File: src/sv/rdr_pkg.sv
// ----------------------------------------------------------------------------
// rdr_pkg
// Shared widths and types for the rational divide-and-reduce block.
// ----------------------------------------------------------------------------
package rdr_pkg;

	localparam int PART_BITS = 64;
	localparam int HALF_BITS = PART_BITS / 2;
	localparam int WIDE_BITS = 2 * PART_BITS;
	localparam int SHIFT_CNT_BITS = $clog2(WIDE_BITS);

	typedef logic [PART_BITS-1:0] part_t;
	typedef logic [WIDE_BITS-1:0] wide_t;

endpackage

File: src/sv/rdr_mul.sv
// ----------------------------------------------------------------------------
// rdr_mul
// Double-width product built from four half-width partial products through
// one multiplier, accumulated one by one.
// ----------------------------------------------------------------------------
module rdr_mul (
	input  logic           clk,
	input  logic           arst_n,
	input  logic           start,
	input  rdr_pkg::part_t a,
	input  rdr_pkg::part_t b,
	output logic           done,
	output rdr_pkg::wide_t product
);

	rdr_pkg::part_t                  a_q;
	rdr_pkg::part_t                  b_q;
	rdr_pkg::wide_t                  acc_q;
	logic [2:0]                      cnt_q;
	logic                            active_q;
	logic                            done_q;
	rdr_pkg::part_t                  prod_s1;
	logic [1:0]                      sh_s1;
	logic                            pv_s1;
	logic [rdr_pkg::HALF_BITS-1:0]   a_half;
	logic [rdr_pkg::HALF_BITS-1:0]   b_half;
	rdr_pkg::wide_t                  prod_ext;
	rdr_pkg::wide_t                  addend;

	assign a_half = cnt_q[0] ? a_q[rdr_pkg::PART_BITS-1:rdr_pkg::HALF_BITS]
	                         : a_q[rdr_pkg::HALF_BITS-1:0];
	assign b_half = cnt_q[1] ? b_q[rdr_pkg::PART_BITS-1:rdr_pkg::HALF_BITS]
	                         : b_q[rdr_pkg::HALF_BITS-1:0];
	assign prod_ext = {{(rdr_pkg::WIDE_BITS-rdr_pkg::PART_BITS){1'b0}}, prod_s1};

	always_comb begin
		unique case (sh_s1)
			2'd0:    addend = prod_ext;
			2'd1:    addend = prod_ext << rdr_pkg::HALF_BITS;
			default: addend = prod_ext << rdr_pkg::PART_BITS;
		endcase
	end

	always_ff @(posedge clk or negedge arst_n) begin
		if (!arst_n) begin
			active_q <= 1'b0;
			done_q   <= 1'b0;
			pv_s1    <= 1'b0;
			cnt_q    <= '0;
			a_q      <= '0;
			b_q      <= '0;
			acc_q    <= '0;
			prod_s1  <= '0;
			sh_s1    <= '0;
		end else begin
			done_q <= 1'b0;
			if (start) begin
				a_q      <= a;
				b_q      <= b;
				acc_q    <= '0;
				cnt_q    <= '0;
				pv_s1    <= 1'b0;
				active_q <= 1'b1;
			end else if (active_q) begin
				prod_s1 <= rdr_pkg::part_t'(a_half * b_half);
				sh_s1   <= {1'b0, cnt_q[0]} + {1'b0, cnt_q[1]};
				pv_s1   <= !cnt_q[2];
				if (pv_s1)
					acc_q <= acc_q + addend;
				if (cnt_q[2]) begin
					active_q <= 1'b0;
					done_q   <= 1'b1;
				end else begin
					cnt_q <= cnt_q + 3'd1;
				end
			end
		end
	end

	assign done    = done_q;
	assign product = acc_q;

endmodule

File: config.mk
export PLATFORM = sky130hd
export DESIGN_NAME = rdr_mul
export DESIGN_NICKNAME = d
export VERILOG_FILES = /design/src/sv/rdr_pkg.sv /design/src/sv/rdr_mul.sv
export SDC_FILE = /design/constraint.sdc
export NUM_CORES = 2
export LEC_CHECK = 0
export BUFFER_PORTS_ARGS = -buffer_cell sky130_fd_sc_hd__buf_2
export CORE_ASPECT_RATIO = 1.75
export CORE_MARGIN = 5
export CORE_UTILIZATION = 25
export DETAILED_ROUTE_END_ITERATION = 8
export GPL_TIMING_DRIVEN = 0
export MAX_ROUTING_LAYER = met4
export PLACE_DENSITY_LB_ADDON = 0.05
export SLEW_MARGIN = 20
export SYNTH_ARGS = -nofsm -noshare
export SYNTH_HDL_FRONTEND = slang
export SYNTH_SLANG_ARGS = --single-unit
File: constraint.sdc
create_clock -name clk -period 16.4 [get_ports clk]
set_input_delay 1.64 -clock clk [delete_from_list [all_inputs] [get_ports clk]]
set_output_delay 1.64 -clock clk [all_outputs]
set_load 0.01 [all_outputs]
==> metrics.cfg <==
[die]
fp.dieArea_mm2=0.229
fp-row-count=227
die_x_um=364
coreArea_mm2=0.218
initial_core_util=0.251
io-pin-count=260
die_h_um=629

[place]
place_inst=9445
io_buffers=259
dp_hpwl_mm=267
gp_congestion=0.985
placed_area_mm2=0.0612

[yosys]
synthMuxAreaShare=0.0577
synth_edf_count=0
synth_top_area_share=0.328
synth_xor_xnor_area_share=0.0292
synth_compound_area_frac=0.111
yosys.area.top_type=fa_1
synth_cell_types=95
synth_fa_ha_area_frac=0.418
synth_ff_type=dfrtp_1
synth-seq-cells=328
synth-simple-area-share=0.147
yosysSeqAreaShare=0.150
syn_inst=6268
synth_area_leaders=fa_1, dfrtp_1, ha_1
synth_top_family_by_area=adder cells
yosysWarnings=0
synth_area_mm2=0.0547
ys_async_sr_fraction=1.00
syn_area_per_cell_um2=8.72
synth_nets=7687

[setup_path]
r2r-start=cnt_q[1]$_DFFE_PN0P_
path_max_fanout=10
cp_data_required_time_ns=16.93
critPathMostFrequentCell=fa_1
endpoint_kind=flip-flop
worst_setup_path_start_kind=flip-flop
timing_worst_setup_path_type=reg2reg
arrival_ns=12.20
cp_slowest_cell=mux2i_2
crit_path_max_incr_delay_ns=0.83
startpoint=cnt_q[1]$_DFFE_PN0P_

[cts]
ctsLongestPathBuffers=3
clk_latency_ns=0.69
cts_resized=0
clock_sinks=328
cts_tree=built
root_buffer=clkbuf_16
htree_levels=2
cts_buffers=42
clk_pin_slew_ns=0.06
hold_buffers=0
post_cts_buffers=0

[timing]
hold_violations=0
tns_ns=0
final-setup-viol-count=0
hold_slack_ns=0.514
tightest_slew_ns=1.36
max_freq_ghz=0.0857
period_needed_ns=11.67
rsz0062_at_grt=false
finalClockSkew_ns=0.0550
fin_crit_sh=0.712
timing.slew.headroom=0.0864
drv_slew=0

[layout]
multi_input_area_mm2=0.0421
drive_gt1_frac=0.118
syn2layout_area_growth_pct=14.7
nFillCells=23800
finalInstanceArea_mm2=0.0627
fin_cells=9535
seq_area_mm2=0.00821
final_nets=8046

[global_route]
grt.total_usage=0.275
overflow=0
grt_first_pass_wirelength_mm=420
grt_antenna_before_repair=8
grt_pass1_vias=51400
grt_max_degree=81

[route]
wl_per_cell_um=32.3
wl_mm=308
drtPass1Iterations=5
vias=46300
drtAntennaViolNets=0
via_per_inst=4.85
route.detailed.drc=0
drt_iter0_drc=2634

[outcome]
outcome=finished, final reports clean

[min_path]
min_from=product[84]$_DFFE_PN0P_
hp-class=reg2reg

[run]
max_cap_viol_count=0

## path summary, 6_finish.rpt
| check | cells after the start | endpoint | slack, ns |
|---|---|---|---|
| setup / recovery | 31 | prod_s1[61]$_DFFE_PN0P_ | 4.73 |
| hold / removal | 2 | product[84]$_DFFE_PN0P_ | 0.51 |
| setup reg to reg | 31 | prod_s1[61]$_DFFE_PN0P_ | 4.73 |
| hold reg to reg | 2 | product[84]$_DFFE_PN0P_ | 0.51 |
| max in group asynchronous | 3 | prod_s1[21]$_DFFE_PN0P_ | 14.27 |
| min in group asynchronous | 1 | cnt_q[0]$_DFFE_PN0P_ | 0.90 |
## cells by family (layout without fill, tap and decap cells)
logic type,after synthesis,in the layout
flops,328,328
simple gates,1950,1950
compound gates,973,973
fa+ha+maj,1288,1288
buf+inv,1256,1648
mux,291,291
other cells,0,13
xor+xnor,182,182
## state kept, by name, summed over array words and instances (netlist names)
name	cells
a_q	64
active_q	1
b_q	64
cnt_q	3
done	1
prod_s1	64
product	128
pv_s1	1
sh_s1	2
## cell usage in the layout (no fill, tap or decap), drive strengths merged, types with 29 or more instances in the layout
| cell | count |
|---|---|
| a21o | 121 |
| a21oi | 276 |
| and2 | 71 |
| buf | 360 |
| clkbuf | 334 |
| dfrtp | 328 |
| fa | 897 |
| ha | 391 |
| inv | 935 |
| mux2 | 193 |
| mux2i | 98 |
| nand2 | 915 |
| nand3 | 31 |
| nand4 | 66 |
| nor2 | 736 |
| nor3 | 29 |
| o21a | 30 |
| o21ai | 347 |
| o21bai | 54 |
| xnor2 | 108 |
| xor2 | 74 |
## final cells by class
| cell class | count | share of cell area |
|---|---|---|
| plain buffers | 324 | 0.0217 |
| multi-input cells | 4684 | 0.671 |
| repair buffers | 315 | 0.0391 |
| clock inverters | 22 | 0.00520 |
| clock buffers | 55 | 0.0185 |
| well taps | 2862 | 0.0571 |
| diodes | 13 | 0.000518 |
| inverters | 932 | 0.0558 |
| flip-flops and latches | 328 | 0.131 |
## worst max-delay path, delay by kind of cell (launching register included)
kind | cells | cell delay (ns)
AND/OR/NAND/NOR | 6 | 1.02
buffers and inverters | 9 | 2.22
adder cells (fa/ha/maj) | 9 | 4.51
multiplexers | 2 | 1.06
flip-flops | 1 | 0.64
AO/OA/AOI/OAI | 5 | 1.99
## Yosys cell counts (all sizes together), types with 8 or more instances
cell type and count:
clkbuf 279, or2 8, xor2 74, nor3 29
dfrtp 328, ha 391, nand2b 18, a21o 121
nand2 915, inv 932, buf 45, a21boi 12
mux2 193, o21a 30, fa 897, nand4 66
o21ai 347, and3 16, a21oi 276, o31ai 22
nor4 12, nor2b 19, nand3 31, nor2 736
xnor2 108, mux2i 98, a31oi 23, a211oi 12
o21bai 54, a221oi 9, and2 71, or3 9
## through the flow
step	setup slack [ns]	utilization
final	4.73	0.288
after floorplan	7.60	-
after global routing	4.39	0.288
after global placement	2.64	0.273
after detailed placement	4.62	0.281
after CTS	4.57	0.287
## layer usage
| layer | track usage | routed length, um | part of all wire |
|---|---|---|---|
| met5 | - | 0 | 0 |
| met4 | 0.210 | 31700 | 0.10 |
| met3 | 0.0207 | 8170 | 0.027 |
| met2 | 0.511 | 165000 | 0.54 |
| met1 | 0.262 | 103000 | 0.33 |
Power is left out: the tool's default activity adds up to more than one toggle a clock period on the data nets, which glitch-free logic cannot reach.
